$ cat config.mk
export PLATFORM = sky130hd
export DESIGN_NAME = cpcl_lane
export DESIGN_NICKNAME = d
export VERILOG_FILES = /design/src/hw/rtl/cpcl_pkg.sv /design/src/hw/rtl/cpcl_div.sv /design/src/hw/rtl/cpcl_lane.sv
export SDC_FILE = /design/constraint.sdc
export NUM_CORES = 2
export LEC_CHECK = 0
export BUFFER_PORTS_ARGS = -buffer_cell sky130_fd_sc_hd__buf_2
export CAP_MARGIN = 20
export CORE_ASPECT_RATIO = 1.25
export CORE_MARGIN = 10
export CORE_UTILIZATION = 55
export CTS_CLUSTER_DIAMETER = 80
export DETAILED_ROUTE_END_ITERATION = 10
export HOLD_SLACK_MARGIN = 0.08
export PLACE_DENSITY = 0.71
export SETUP_SLACK_MARGIN = 0.02
export SYNTH_ARGS = -nofsm -noshare
export SYNTH_HDL_FRONTEND = slang
export SYNTH_SLANG_ARGS = --single-unit
$ cat constraint.sdc
create_clock -name i_clk -period 11.1 [get_ports i_clk]
set_input_delay 1.665 -clock i_clk [delete_from_list [all_inputs] [get_ports i_clk]]
set_output_delay 1.665 -clock i_clk [all_outputs]
set_load 0.02 [all_outputs]
$ cat src/hw/rtl/cpcl_pkg.sv
// shared constants, types and helpers of the chassis current limiter
`default_nettype none

package cpcl_pkg;

    // payload widths
    localparam int LANES      = 4;
    localparam int CUR_W      = 16;
    localparam int PWR_W      = 16;
    localparam int CFG16_W    = 16;
    localparam int CFG18_W    = 18;
    localparam int CFG_DATA_W = 18;
    localparam int CFG_IDX_W  = 3;
    localparam int TOT_W      = 18;
    localparam int LIM_W      = 19;

    // divider geometry: one quotient bit per stage
    localparam int NUM_W      = 34;
    localparam int DEN_W      = 18;
    localparam int QUOT_W     = 18;
    localparam int DIV_STAGES = QUOT_W;
    localparam int DIV_CMP_W  = DEN_W + QUOT_W;

    // pipeline latencies in cycles
    localparam int LIM_LAT = DIV_STAGES + 4;
    localparam int OUT_LAT = LIM_LAT + DIV_STAGES + 3;

    // register indexes of the configuration port
    typedef enum logic [CFG_IDX_W-1:0] {
        CFG_POWER_CUTOFF   = 3'd0,
        CFG_POWER_KNEE     = 3'd1,
        CFG_WARNING_BUFFER = 3'd2,
        CFG_MIN_BUFFER     = 3'd3,
        CFG_BUFFER_CL      = 3'd4,
        CFG_POWER_CL       = 3'd5,
        CFG_BYPASS_CL      = 3'd6
    } t_cfg_idx;

    // register reset values
    localparam logic [CFG16_W-1:0] RST_POWER_CUTOFF   = 16'd8000;
    localparam logic [CFG16_W-1:0] RST_POWER_KNEE     = 16'd4000;
    localparam logic [CFG16_W-1:0] RST_WARNING_BUFFER = 16'd50;
    localparam logic [CFG16_W-1:0] RST_MIN_BUFFER     = 16'd5;
    localparam logic [CFG18_W-1:0] RST_BUFFER_CL      = 18'd16000;
    localparam logic [CFG18_W-1:0] RST_POWER_CL       = 18'd20000;
    localparam logic [CFG18_W-1:0] RST_BYPASS_CL      = 18'd64000;

    // configuration registers as seen by the limit unit
    typedef struct packed {
        logic [CFG16_W-1:0] power_cutoff;
        logic [CFG16_W-1:0] power_knee;
        logic [CFG16_W-1:0] warning_buffer;
        logic [CFG16_W-1:0] min_buffer;
        logic [CFG18_W-1:0] buffer_cl;
        logic [CFG18_W-1:0] power_cl;
        logic [CFG18_W-1:0] bypass_cl;
    } t_cfg;

    // per-lane work handed from the merge stage to a lane
    typedef struct packed {
        logic             scale;
        logic [TOT_W-1:0] total;
        logic [TOT_W-1:0] lim;
        logic [CUR_W-1:0] cur;
    } t_lane_in;

    // magnitude of a signed current, 32768 included
    function automatic logic [CUR_W-1:0] cpcl_mag(input logic [CUR_W-1:0] cur);
        logic [CUR_W-1:0] v_neg;
        v_neg = CUR_W'(~cur + 1'b1);
        return cur[CUR_W-1] ? v_neg : cur;
    endfunction

endpackage

`default_nettype wire

$ cat src/hw/rtl/cpcl_div.sv
// pipelined restoring divider, one quotient bit per stage
`default_nettype none

module cpcl_div
    import cpcl_pkg::*;
(
    input  wire logic              i_clk,
    input  wire logic [NUM_W-1:0]  i_num,
    input  wire logic [DEN_W-1:0]  i_den,
    output logic      [QUOT_W-1:0] o_quot
);

    logic [NUM_W-1:0]  r_rem  [DIV_STAGES];
    logic [DEN_W-1:0]  r_den  [DIV_STAGES];
    logic [QUOT_W-1:0] r_quot [DIV_STAGES];

    logic [NUM_W-1:0]  c_rem  [DIV_STAGES];
    logic [DEN_W-1:0]  c_den  [DIV_STAGES];
    logic [QUOT_W-1:0] c_quot [DIV_STAGES];

    logic [NUM_W-1:0]  n_rem  [DIV_STAGES];
    logic [QUOT_W-1:0] n_quot [DIV_STAGES];

    // stage s decides quotient bit QUOT_W-1-s; the numerator must be below den << QUOT_W
    always_comb begin
        logic [DIV_CMP_W-1:0] v_den_sh;
        logic [DIV_CMP_W-1:0] v_rem;
        c_rem[0]  = i_num;
        c_den[0]  = i_den;
        c_quot[0] = '0;
        for (int s = 1; s < DIV_STAGES; s++) begin
            c_rem[s]  = r_rem[s-1];
            c_den[s]  = r_den[s-1];
            c_quot[s] = r_quot[s-1];
        end
        for (int s = 0; s < DIV_STAGES; s++) begin
            v_den_sh = DIV_CMP_W'(c_den[s]) << (QUOT_W - 1 - s);
            v_rem    = DIV_CMP_W'(c_rem[s]);
            if (v_rem >= v_den_sh) begin
                n_rem[s]  = NUM_W'(v_rem - v_den_sh);
                n_quot[s] = {c_quot[s][QUOT_W-2:0], 1'b1};
            end else begin
                n_rem[s]  = c_rem[s];
                n_quot[s] = {c_quot[s][QUOT_W-2:0], 1'b0};
            end
        end
    end

    // stage registers
    always_ff @(posedge i_clk) begin
        for (int s = 0; s < DIV_STAGES; s++) begin
            r_rem[s]  <= n_rem[s];
            r_den[s]  <= c_den[s];
            r_quot[s] <= n_quot[s];
        end
    end

    assign o_quot = r_quot[DIV_STAGES-1];

endmodule

`default_nettype wire

$ cat src/hw/rtl/cpcl_lane.sv
// one motor lane: current times limit over total, sign restored
`default_nettype none

module cpcl_lane
    import cpcl_pkg::*;
(
    input  wire logic             i_clk,
    input  wire t_lane_in         i_work,
    output logic      [CUR_W-1:0] o_limited
);

    logic [NUM_W-1:0]  r_prod;
    logic [DEN_W-1:0]  r_den;
    logic [CUR_W-1:0]  r_cur;
    logic              r_scale;

    logic [CUR_W-1:0]  r_cur_d   [DIV_STAGES];
    logic              r_scale_d [DIV_STAGES];

    logic [QUOT_W-1:0] w_quot;
    logic [CUR_W-1:0]  w_mag;
    logic [CUR_W-1:0]  w_q16;

    assign w_mag = cpcl_mag(i_work.cur);

    // product stage; lim is zero when the lane passes through
    always_ff @(posedge i_clk) begin
        r_prod  <= NUM_W'(w_mag * i_work.lim);
        r_den   <= DEN_W'(i_work.total);
        r_cur   <= i_work.cur;
        r_scale <= i_work.scale;
    end

    cpcl_div u_div (
        .i_clk  (i_clk),
        .i_num  (r_prod),
        .i_den  (r_den),
        .o_quot (w_quot)
    );

    // original command and scale flag follow the divider
    always_ff @(posedge i_clk) begin
        r_cur_d[0]   <= r_cur;
        r_scale_d[0] <= r_scale;
        for (int s = 1; s < DIV_STAGES; s++) begin
            r_cur_d[s]   <= r_cur_d[s-1];
            r_scale_d[s] <= r_scale_d[s-1];
        end
    end

    // scaled magnitude is below the original, so 16 bits hold it
    assign w_q16 = w_quot[CUR_W-1:0];

    always_comb begin
        if (!r_scale_d[DIV_STAGES-1]) begin
            o_limited = r_cur_d[DIV_STAGES-1];
        end else if (r_cur_d[DIV_STAGES-1][CUR_W-1]) begin
            o_limited = CUR_W'(~w_q16 + 1'b1);
        end else begin
            o_limited = w_q16;
        end
    end

endmodule

`default_nettype wire

==> out/summary.json <==
{
  "routedLengthMet1_mm": 46.92,
  "tritoncts_buffer_count": 134,
  "synth_sequential_area_ratio": 0.4671,
  "via_count": 40326,
  "worst_slew_pin_slew_ns": 1.051,
  "largest_voltage_drop_on_the_vdd_net_v": 0.0005191,
  "worstSetupPathType": "in2reg",
  "top_area_cells_in_the_synthesized_netlist": "dfxtp_1, ha_1, fa_1, inv_1, xnor2_1",
  "power_frac_seq": 0.310,
  "routedWlPerCell_um": 16.29,
  "family_with_the_most_delay_on_the_worst_path": "adder cells",
  "crit_share_post_route": 0.7806,
  "layout-area-overhead-vs-synth_pct": 11.23,
  "worstPathArrival_ns": 9.33,
  "post_cts_resize_count": 0,
  "slew-limit-headroom": 0.2961,
  "cell_type_contributing_the_most_total_cell_area_after_synthesis": "dfxtp_1",
  "worstPathRequired_ns": 11.77,
  "run_status": "completed",
  "slew_violations": 0,
  "clock_latency_ns": 0.77,
  "globalRouteOverflowTotal": 0,
  "final_core_utilization": 0.6152,
  "hold_buffers": 0,
  "post_synth.cell_area_avg_um2": 10.04,
  "clock_pin_slew_of_the_registers_on_the_worst_case_setup_and_hold_paths_ns": 0.06,
  "routed_wirelength_mm": 124.1,
  "clk_root_buffer_cell": "clkbuf_16",
  "place_inst": 7373,
  "synth_warnings": 0,
  "layout_common_cells": "dfxtp_1, inv_1, nand2_1, ha_1, a21oi_1",
  "leakagePower_nw": 30.50,
  "cell_internal_pwr_w": 0.01435,
  "synth_largest_type_area_fraction": 0.4671,
  "row_count": 135,
  "edff_count_synth": 0,
  "met3_wirelength_mm": 4.169,
  "gpl.final_weighted_congestion": 0.8865,
  "detail-route-antenna-nets": 0,
  "worst_hold_path_type": "reg2reg",
  "drt-vias-per-instance": 5.296,
  "postSynthRegisterBits": 1395,
  "ctsLongestPathBuffers": 3,
  "min_period_ns": 8.665,
  "floorplan.die_area_um2": 122400,
  "initial_core_util": 0.5530,
  "share_of_total_power_in_combinational_logic": 0.493,
  "detailedRoute.firstIterationViolations": 1950,
  "synth_async_sr_flop_share": 0,
  "endpoint_kind": "flip-flop",
  "report.final.setup_viol": 0,
  "cp_max_fo": 22,
  "post_synth_instance_area_um2": 59780,
  "drc_violations_left": 0,
  "critPathLaunchType": "input port",
  "grt_antenna_before_repair": 0,
  "fmax_mhz": 115.4,
  "clock-sinks": 1395,
  "max_cap_viol_count": 0,
  "clock_tree_from_tritoncts": "yes",
  "cts.repair_timing.setup_buffer_count": 0,
  "firstDrtPassIters": 5,
  "placeableCoreArea_um2": 108100,
  "grt_pass1_wl_mm": 204.3,
  "h-tree-depth": 4,
  "grt_usage": 0.2038,
  "uppermost_layer_routed": "met4",
  "final_layout_net_count": 6795,
  "final_common_cell": "dfxtp_1",
  "worst_clock_skew_ns": 0.04652,
  "die-height_um": 388.6,
  "ys.flop_type": "dfxtp_1",
  "stdcell_count": 7614,
  "antennaDiodeCount": 0,
  "boundaryPins": 70,
  "die-width_um": 314.9,
  "fillCellCount": 8766,
  "grt_pass1_vias": 42000,
  "final.setup.tns_ns": 0,
  "synth_cell_types": 78,
  "critical_path.n_buffers_inverters": 6,
  "rrSetupSlack_ns": 7.22,
  "syn-num-nets": 6681,
  "netSwitchingFraction": 0.3963,
  "route.met2.wl_mm": 66.98,
  "worst_stage_delay_on_the_critical_path_ns": 0.80,
  "hpwl_mm": 94.70,
  "clockPowerShare": 0.197,
  "largest_net_degree_at_the_start_of_global_routing": 39,
  "p_sw_w": 0.009422,
  "worst_path_most_repeated_cell": "fa_1",
  "power_density_of_the_placed_cells_nw_per_um2": 357.5,
  "critical_path.slowest_cell": "xnor2_1",
  "setup_repair_after_global_routing_missed_its_margin": "false",
  "total_count_of_hold_check_failures_in_the_final_report": 0,
  "port_buffers": 69,
  "post_synthesis_instance_total": 5957,
  "layout_cell_share_with_drive_strength_beyond_1": 0.06995
}
layout make-up:
type,count,area [µm²],area share
Timing Repair Buffer,100,578.1,0.008693
Tap cell,1438,1799,0.02706
Multi-Input combinational cell,3774,28950,0.4353
Clock inverter,58,908.4,0.01366
Inverter,666,2500,0.03759
Sequential cell,1395,27930,0.4200
Clock buffer,183,3837,0.05771
layer usage:
| layer | track usage | vias to the layer above |
|---|---|---|
| met2 | 0.3944 | 787 |
| li1 | - | 20132 |
| met5 | 0 | - |
| met1 | 0.2071 | 19075 |
| met4 | 0.1068 | 0 |
| met3 | 0.02899 | 332 |
flip-flops by register name (all words and copies together), names as in the netlist:
name	cells
r_cur_d	288
u_div.r_rem	578
r_scale_d	18
u_div.r_den	306
r_cur	16
r_prod	34
u_div.r_quot	136
r_scale	1
r_den	18
metrics by stage:
| stage | setup WS [ns] | hold slack [ns] | power, W | cell area, µm² |
|---|---|---|---|---|
| 2_1_floorplan | 2.346 | 0.3096 | 0.01627 | 59780 |
| 3_3_place_gp | 1.816 | 0.3096 | 0.01882 | 61750 |
| 3_5_place_dp | 1.713 | 0.3121 | 0.01901 | 61750 |
| 4_1_cts | 2.485 | 0.3180 | 0.02388 | 66500 |
| 5_1_grt | 1.885 | 0.3214 | 0.02581 | 66500 |
| 6_report | 2.435 | 0.3183 | 0.02377 | 66500 |
power by group through the flow:
stage | Combinational [W] | Sequential (W) | Clock, W
4_1_cts | 0.0117 | 0.00738 | 0.00480
2_1_floorplan | 0.00913 | 0.00714 | 0
3_3_place_gp | 0.0114 | 0.00744 | 0
6_report | 0.0117 | 0.00738 | 0.00468
3_5_place_dp | 0.0115 | 0.00746 | 0
5_1_grt | 0.0133 | 0.00752 | 0.00499
logic make-up after synthesis:
kind of cell | after synthesis | share of synthesized area
muxes | 84 | 0.01561
xor gates and xnor gates | 397 | 0.05816
buffers and inverters | 788 | 0.04973
and+or+nand+nor | 1529 | 0.1253
adders and majority gates | 670 | 0.1702
DFF | 1395 | 0.4671
AOI/OAI and AO/OA | 1094 | 0.1139
cell usage after synthesis, types with 52 or more instances:
library cell	n
nor3_1	97
and2_1	127
nor2b_1	52
ha_1	431
nand3_1	70
dfxtp_1	1395
nand2b_1	69
xor2_1	176
mux2_2	62
fa_1	239
inv_1	663
a21oi_1	341
o21a_1	67
or3_1	53
xnor2_1	221
a21o_1	143
clkbuf_1	107
nor2_1	325
nand2_1	504
nor4_1	64
o21ai_0	272
final timing paths:
path / start / endpoint / cells after the start
setup / recovery: i_work[0] / r_prod[32] / 26
hold / removal: r_scale_d[4] / r_scale_d[5] / 0
setup reg to reg: u_div.r_den[11][9] / u_div.r_rem[12][31] / 11
hold reg to reg: r_scale_d[4] / r_scale_d[5] / 0
No activity file was read; power rests on OpenSTA's default activity.
