===== src/hw/rtl/cpcl_pkg.sv =====
// shared constants, types and helpers of the chassis current limiter
`default_nettype none

package cpcl_pkg;

    // payload widths
    localparam int LANES      = 4;
    localparam int CUR_W      = 16;
    localparam int PWR_W      = 16;
    localparam int CFG16_W    = 16;
    localparam int CFG18_W    = 18;
    localparam int CFG_DATA_W = 18;
    localparam int CFG_IDX_W  = 3;
    localparam int TOT_W      = 18;
    localparam int LIM_W      = 19;

    // divider geometry: one quotient bit per stage
    localparam int NUM_W      = 34;
    localparam int DEN_W      = 18;
    localparam int QUOT_W     = 18;
    localparam int DIV_STAGES = QUOT_W;
    localparam int DIV_CMP_W  = DEN_W + QUOT_W;

    // pipeline latencies in cycles
    localparam int LIM_LAT = DIV_STAGES + 4;
    localparam int OUT_LAT = LIM_LAT + DIV_STAGES + 3;

    // register indexes of the configuration port
    typedef enum logic [CFG_IDX_W-1:0] {
        CFG_POWER_CUTOFF   = 3'd0,
        CFG_POWER_KNEE     = 3'd1,
        CFG_WARNING_BUFFER = 3'd2,
        CFG_MIN_BUFFER     = 3'd3,
        CFG_BUFFER_CL      = 3'd4,
        CFG_POWER_CL       = 3'd5,
        CFG_BYPASS_CL      = 3'd6
    } t_cfg_idx;

    // register reset values
    localparam logic [CFG16_W-1:0] RST_POWER_CUTOFF   = 16'd8000;
    localparam logic [CFG16_W-1:0] RST_POWER_KNEE     = 16'd4000;
    localparam logic [CFG16_W-1:0] RST_WARNING_BUFFER = 16'd50;
    localparam logic [CFG16_W-1:0] RST_MIN_BUFFER     = 16'd5;
    localparam logic [CFG18_W-1:0] RST_BUFFER_CL      = 18'd16000;
    localparam logic [CFG18_W-1:0] RST_POWER_CL       = 18'd20000;
    localparam logic [CFG18_W-1:0] RST_BYPASS_CL      = 18'd64000;

    // configuration registers as seen by the limit unit
    typedef struct packed {
        logic [CFG16_W-1:0] power_cutoff;
        logic [CFG16_W-1:0] power_knee;
        logic [CFG16_W-1:0] warning_buffer;
        logic [CFG16_W-1:0] min_buffer;
        logic [CFG18_W-1:0] buffer_cl;
        logic [CFG18_W-1:0] power_cl;
        logic [CFG18_W-1:0] bypass_cl;
    } t_cfg;

    // per-lane work handed from the merge stage to a lane
    typedef struct packed {
        logic             scale;
        logic [TOT_W-1:0] total;
        logic [TOT_W-1:0] lim;
        logic [CUR_W-1:0] cur;
    } t_lane_in;

    // magnitude of a signed current, 32768 included
    function automatic logic [CUR_W-1:0] cpcl_mag(input logic [CUR_W-1:0] cur);
        logic [CUR_W-1:0] v_neg;
        v_neg = CUR_W'(~cur + 1'b1);
        return cur[CUR_W-1] ? v_neg : cur;
    endfunction

endpackage

`default_nettype wire


===== src/hw/rtl/cpcl_div.sv =====
// pipelined restoring divider, one quotient bit per stage
`default_nettype none

module cpcl_div
    import cpcl_pkg::*;
(
    input  wire logic              i_clk,
    input  wire logic [NUM_W-1:0]  i_num,
    input  wire logic [DEN_W-1:0]  i_den,
    output logic      [QUOT_W-1:0] o_quot
);

    logic [NUM_W-1:0]  r_rem  [DIV_STAGES];
    logic [DEN_W-1:0]  r_den  [DIV_STAGES];
    logic [QUOT_W-1:0] r_quot [DIV_STAGES];

    logic [NUM_W-1:0]  c_rem  [DIV_STAGES];
    logic [DEN_W-1:0]  c_den  [DIV_STAGES];
    logic [QUOT_W-1:0] c_quot [DIV_STAGES];

    logic [NUM_W-1:0]  n_rem  [DIV_STAGES];
    logic [QUOT_W-1:0] n_quot [DIV_STAGES];

    // stage s decides quotient bit QUOT_W-1-s; the numerator must be below den << QUOT_W
    always_comb begin
        logic [DIV_CMP_W-1:0] v_den_sh;
        logic [DIV_CMP_W-1:0] v_rem;
        c_rem[0]  = i_num;
        c_den[0]  = i_den;
        c_quot[0] = '0;
        for (int s = 1; s < DIV_STAGES; s++) begin
            c_rem[s]  = r_rem[s-1];
            c_den[s]  = r_den[s-1];
            c_quot[s] = r_quot[s-1];
        end
        for (int s = 0; s < DIV_STAGES; s++) begin
            v_den_sh = DIV_CMP_W'(c_den[s]) << (QUOT_W - 1 - s);
            v_rem    = DIV_CMP_W'(c_rem[s]);
            if (v_rem >= v_den_sh) begin
                n_rem[s]  = NUM_W'(v_rem - v_den_sh);
                n_quot[s] = {c_quot[s][QUOT_W-2:0], 1'b1};
            end else begin
                n_rem[s]  = c_rem[s];
                n_quot[s] = {c_quot[s][QUOT_W-2:0], 1'b0};
            end
        end
    end

    // stage registers
    always_ff @(posedge i_clk) begin
        for (int s = 0; s < DIV_STAGES; s++) begin
            r_rem[s]  <= n_rem[s];
            r_den[s]  <= c_den[s];
            r_quot[s] <= n_quot[s];
        end
    end

    assign o_quot = r_quot[DIV_STAGES-1];

endmodule

`default_nettype wire


===== src/hw/rtl/cpcl_limit.sv =====
// total current limit: branch select, multiply, saturate, divide
`default_nettype none

module cpcl_limit
    import cpcl_pkg::*;
(
    input  wire logic             i_clk,
    input  wire t_cfg             i_cfg,
    input  wire logic [PWR_W-1:0] i_power,
    input  wire logic [PWR_W-1:0] i_buffer,
    input  wire logic             i_bypass,
    output logic      [LIM_W-1:0] o_limit
);

    typedef struct packed {
        logic               use_div;
        logic               sat;
        logic [CFG18_W-1:0] base;
        logic [LIM_W-1:0]   fixed;
    } t_lim_side;

    // stage 1: operands
    logic               n1_use_div, r1_use_div;
    logic [CFG18_W-1:0] n1_a, r1_a;
    logic [CFG16_W-1:0] n1_b, r1_b;
    logic [CFG16_W-1:0] n1_den, r1_den;
    logic [CFG18_W-1:0] n1_base, r1_base;
    logic [LIM_W-1:0]   n1_fixed, r1_fixed;

    // stage 2: product
    logic [NUM_W-1:0]   r2_prod;
    logic [CFG16_W-1:0] r2_den;
    logic               r2_use_div;
    logic [CFG18_W-1:0] r2_base;
    logic [LIM_W-1:0]   r2_fixed;

    // stage 3: saturation check
    logic [NUM_W-1:0]   r3_num;
    logic [DEN_W-1:0]   r3_den;
    t_lim_side          r3_side;
    logic               w_sat;

    t_lim_side          r_side [DIV_STAGES];
    logic [QUOT_W-1:0]  w_quot;
    logic [QUOT_W-1:0]  w_q_sel;
    logic [LIM_W-1:0]   n_limit, r_limit;

    // pick the branch and its operands
    always_comb begin
        n1_use_div = 1'b0;
        n1_a       = '0;
        n1_b       = '0;
        n1_den     = '0;
        n1_base    = '0;
        n1_fixed   = LIM_W'(i_cfg.buffer_cl) + LIM_W'(i_cfg.power_cl);
        if (i_bypass) begin
            n1_fixed = LIM_W'(i_cfg.bypass_cl);
        end else if (i_buffer < i_cfg.warning_buffer) begin
            n1_use_div = 1'b1;
            n1_a       = i_cfg.buffer_cl;
            n1_b       = (i_buffer > i_cfg.min_buffer) ? i_buffer : i_cfg.min_buffer;
            n1_den     = i_cfg.warning_buffer;
        end else if (i_power > i_cfg.power_knee) begin
            if (i_power < i_cfg.power_cutoff) begin
                n1_use_div = 1'b1;
                n1_a       = i_cfg.power_cl;
                n1_b       = CFG16_W'(i_cfg.power_cutoff - i_power);
                n1_den     = CFG16_W'(i_cfg.power_cutoff - i_cfg.power_knee);
                n1_base    = i_cfg.buffer_cl;
            end else begin
                n1_fixed = LIM_W'(i_cfg.buffer_cl);
            end
        end
    end

    // quotient too wide for the divider: the limit then clears any total
    assign w_sat = r2_prod >= (NUM_W'(r2_den) << QUOT_W);

    always_ff @(posedge i_clk) begin
        r1_use_div <= n1_use_div;
        r1_a       <= n1_a;
        r1_b       <= n1_b;
        r1_den     <= n1_den;
        r1_base    <= n1_base;
        r1_fixed   <= n1_fixed;

        r2_prod    <= NUM_W'(r1_a) * NUM_W'(r1_b);
        r2_den     <= r1_den;
        r2_use_div <= r1_use_div;
        r2_base    <= r1_base;
        r2_fixed   <= r1_fixed;

        r3_num           <= w_sat ? '0 : r2_prod;
        r3_den           <= DEN_W'(r2_den);
        r3_side.use_div  <= r2_use_div;
        r3_side.sat      <= w_sat;
        r3_side.base     <= r2_base;
        r3_side.fixed    <= r2_fixed;
    end

    cpcl_div u_div (
        .i_clk  (i_clk),
        .i_num  (r3_num),
        .i_den  (r3_den),
        .o_quot (w_quot)
    );

    // side data rides along with the divider
    always_ff @(posedge i_clk) begin
        r_side[0] <= r3_side;
        for (int s = 1; s < DIV_STAGES; s++) begin
            r_side[s] <= r_side[s-1];
        end
    end

    // final limit
    always_comb begin
        w_q_sel = r_side[DIV_STAGES-1].sat ? '1 : w_quot;
        if (r_side[DIV_STAGES-1].use_div) begin
            n_limit = LIM_W'(r_side[DIV_STAGES-1].base) + LIM_W'(w_q_sel);
        end else begin
            n_limit = r_side[DIV_STAGES-1].fixed;
        end
    end

    always_ff @(posedge i_clk) begin
        r_limit <= n_limit;
    end

    assign o_limit = r_limit;

endmodule

`default_nettype wire


===== config.mk =====
export PLATFORM = sky130hd
export DESIGN_NAME = cpcl_limit
export DESIGN_NICKNAME = d
export VERILOG_FILES = /design/src/hw/rtl/cpcl_pkg.sv /design/src/hw/rtl/cpcl_div.sv /design/src/hw/rtl/cpcl_limit.sv
export SDC_FILE = /design/constraint.sdc
export NUM_CORES = 2
export LEC_CHECK = 0
export ABC_AREA = 1
export BUFFER_PORTS_ARGS = -buffer_cell sky130_fd_sc_hd__buf_2
export CAP_MARGIN = 10
export CORE_UTILIZATION = 55
export DETAILED_ROUTE_END_ITERATION = 8
export PLACE_DENSITY_LB_ADDON = 0.05
export SYNTH_ARGS = -nofsm -noshare
export SYNTH_HDL_FRONTEND = slang
export SYNTH_SLANG_ARGS = --single-unit

===== constraint.sdc =====
create_clock -name i_clk -period 5.1 [get_ports i_clk]
set_input_delay 0.51 -clock i_clk [delete_from_list [all_inputs] [get_ports i_clk]]
set_output_delay 0.51 -clock i_clk [all_outputs]
set_load 0.1 [all_outputs]

==> flow_summary.toml <==
[status]
status = "complete, but fails checks"
violations = "setup timing"

[sta]
max_freq_mhz = 191
grt_setup_unrepaired = "yes"
maxSlewViolCount = 0
min_period_ps = 5220
tns_ps = -587
hold_viol = 0
worstMarginPinSlew_ps = 1230
slew_headroom = 0.170
post-route-period-util = 1.02
fin_ws_ps = -124
skew_ps = 112
setup_viol = 14

[synthesis]
yosysMostFrequentCell = "nand2_1"
synth_commonest_cells = "nand2_1 (2286), dfxtp_1 (2007), inv_1 (1517)"
synth-edff-count = 0
synth_area_um2 = 83500
yosys_register_bits = 2007
ys_seq_area_frac = 0.481
synthFlopType = "dfxtp_1"
yosysTopAreaCell = "dfxtp_1"
synth_cells = 9821
yosys.cell_types.count = 66
async_reset_ff_frac = 0
synth_area_leaders = "dfxtp_1 (48%), nand2_1 (10%), ha_1 (7.8%)"
syn_nets = 10740
yosys_warnings = 0
synth_top_area_frac = 0.481
postSynthAreaPerCell_um2 = 8.51

[power_and_ir_drop]
pwr-share-clk = 0.258
p_per_area_nw_per_um2 = 624
peakVddDrop_v = 0.000357
switchingPower_mw = 23.6
switching_share = 0.393
power.leakage_nw = 45.4
internal_power_mw = 36.6
p_seq_frac = 0.362
power_mw = 60.2
pwr-share-comb = 0.380

[setup_path]
slowest_delay_ps = 590
required_ps = 5800
critPathMostFrequentCell = "fa_1"
endpoint_kind = "register"
path_cells = "buf_4 > nand2_1 > inv_1 > fa_1 > fa_1 > fa_2 > fa_1 > fa_1 > inv_2 > fa_1 > inv_1 > ha_4 > nand2_4 > inv_4 > nand3_4 > nor2_4 > nand3b_1 > nand3_4 > a21oi_2 > xor2_1"
worstPathArrival_ps = 5920
start_kind = "register"
cpMaxStageDelayCell = "fa_1"
criticalPathCategory = "reg -> reg"
path_max_fanout = 6

[job]
maxCapViolations = 0

[clocking]
clockBufferDepth = 3
clk_latency_ps = 850
clk_pin_slew_worst_paths_ps = 70
cts_tree = "done"
clkSinkCount = 2007
cts_root_buffer = "clkbuf_16"
cts_buffers = 189
cts-htree-levels = 4

[routing]
drtAntennaViolNets = 0
routed_wl_um = 224000
vias = 64559
drtIter0Drc = 5117
drt_first_pass_iters = 6
drc = 0
routedWlPerCell_um = 18.0
via_per_inst = 5.18

[floorplan]
rows = 142
die_width_um = 392
die_area_um2 = 153000
core_area_um2 = 150000
initial_utilization = 0.556
io-pin-count = 171
die_h_um = 392

[global_route]
antenna_found_initial = 9
grt_max_degree = 47
grt_pass1_vias = 62973
overflow = 0
grt_first_pass_wirelength_um = 345000
track_usage = 0.288

[final_layout]
areaGrowthSynthToFinish_pct = 15.4
fin_nets = 11197
drive_gt1_frac = 0.103
utilization = 0.642
finalNonFillerCells = 12455

[placed_design]
dp.cells = 12009
dp_hpwl_um = 173000
gp_congestion = 0.987
numPortBuffers = 170

[worst_hold_path]
hold_class = "in -> reg"
==> final cells by class <==
type                       instances  area (um2)
tap                             2016        2520
timing repair buffer             422        3090
antenna                            2        5.00
fill                           12510       53900
clock buffer                     241        5280
sequential                      2007       40300
inverter                        1530        5750
multi-input combinational       6128       37700
clock inverter                   109        1840
==> critical path: cells and delay by family, from the launching register on <==
| kind | cells | cell delay, ps |
|---|---|---|
| xor+xnor | 1 | 150 |
| fa+ha+maj | 7 | 3430 |
| compound gates | 1 | 70 |
| buf+inv | 5 | 420 |
| flops | 1 | 370 |
| simple gates | 6 | 660 |
==> final timing paths <==
kind	from	to	slack, ps	cells after the start
hold / removal	i_cfg[70]	r1_den[0]	40	3
hold reg to reg	u_div.r_quot[1][1]	u_div.r_quot[2][2]	270	0
setup / recovery	r1_a[3]	r2_prod[31]	-120	20
setup reg to reg	r1_a[3]	r2_prod[31]	-120	20
==> state kept, by name, indices dropped and copies added, names as in the netlist, 16 cells and up <==
name and flops:
r2_prod 34, r3_side 39, r1_base 18, r2_base 18, r2_den 16, r3_den 16
u_div.r_den 272, r1_fixed 19, u_div.r_rem 578, r1_b 16, r1_a 18, r3_num 34
r_side 702, r1_den 16, r2_fixed 19, u_div.r_quot 171, o_limit 19
==> routing by layer <==
metal / routed length [um] / part of all wire / global-route usage
met5: 31 / 0.00014 / 0
met4: 6060 / 0.027 / 0.0835
met3: 14800 / 0.066 / 0.0448
met2: 99500 / 0.44 / 0.455
met1: 104000 / 0.46 / 0.405
==> through the flow <==
| step | hold WS [ps] | worst slack, ps | area [um2] |
|---|---|---|---|
| 2_1_floorplan | 310 | 0.201 | 83900 |
| 3_3_place_gp | 310 | -464 | 87400 |
| 3_5_place_dp | 312 | -442 | 87400 |
| 4_1_cts | 4.08 | -13.4 | 95800 |
| 5_1_grt | 29.7 | -263 | 96400 |
| 6_report | 41.6 | -124 | 96400 |
==> power groups by stage <==
stage | Clock (mW) | Combinational (mW) | Sequential, mW
global route | 16.5 | 25.4 | 22.1
finish | 15.5 | 22.9 | 21.8
detailed placement | 0 | 21.7 | 22.0
floorplan | 0 | 15.8 | 21.1
global placement | 0 | 21.6 | 22.0
CTS | 15.8 | 22.2 | 21.8
==> logic make-up (layout without fill, tap and decap cells) <==
group,count (synthesis),after routing,synth area share
DFF,2007,2007,0.481
adders and majority gates,767,767,0.137
other,0,2,0
and+or+nand+nor,3918,3918,0.197
xor gates and xnor gates,287,287,0.0301
buffers and inverters,1686,2302,0.0787
AOI/OAI and AO/OA,1156,1156,0.0770
==> cell usage in the layout (no fill, tap or decap), drive strengths merged, types with 3 or more instances in the layout <==
cell type,netlist,routed
dlygate4sd3,0,61
nor3,115,115
nand2,2301,2301
a31oi,28,28
xor2,140,140
o21ai,463,463
a211oi,4,4
or2,58,58
clkbuf,81,241
clkinv,2,57
and2,10,10
buf,75,361
nand3b,58,58
fa,243,243
a21o,41,41
clkinvlp,0,11
o21a,13,13
o21bai,48,48
dfxtp,2007,2007
nor2,768,768
nor4,53,53
ha,524,524
nor3b,5,5
nand4,128,128
o211ai,12,12
a21boi,17,17
and3,3,3
a21oi,522,522
bufinv,0,33
inv,1528,1538
xnor2,147,147
nand3,413,413
a31o,4,4
==> repair_timing <==
| action | CTS | global route |
|---|---|---|
| endpoints found under the setup margin | 24 | 23 |
| setup buffers | 18 | 18 |
| hold buffers | 61 | 0 |
| cloned | 0 | 1 |
| hold endpoints to repair | 61 | 0 |
| gates resized for setup | 178 | 145 |
| pin swaps | 106 | 94 |
Note: power is estimated with default switching activity, not from simulation.
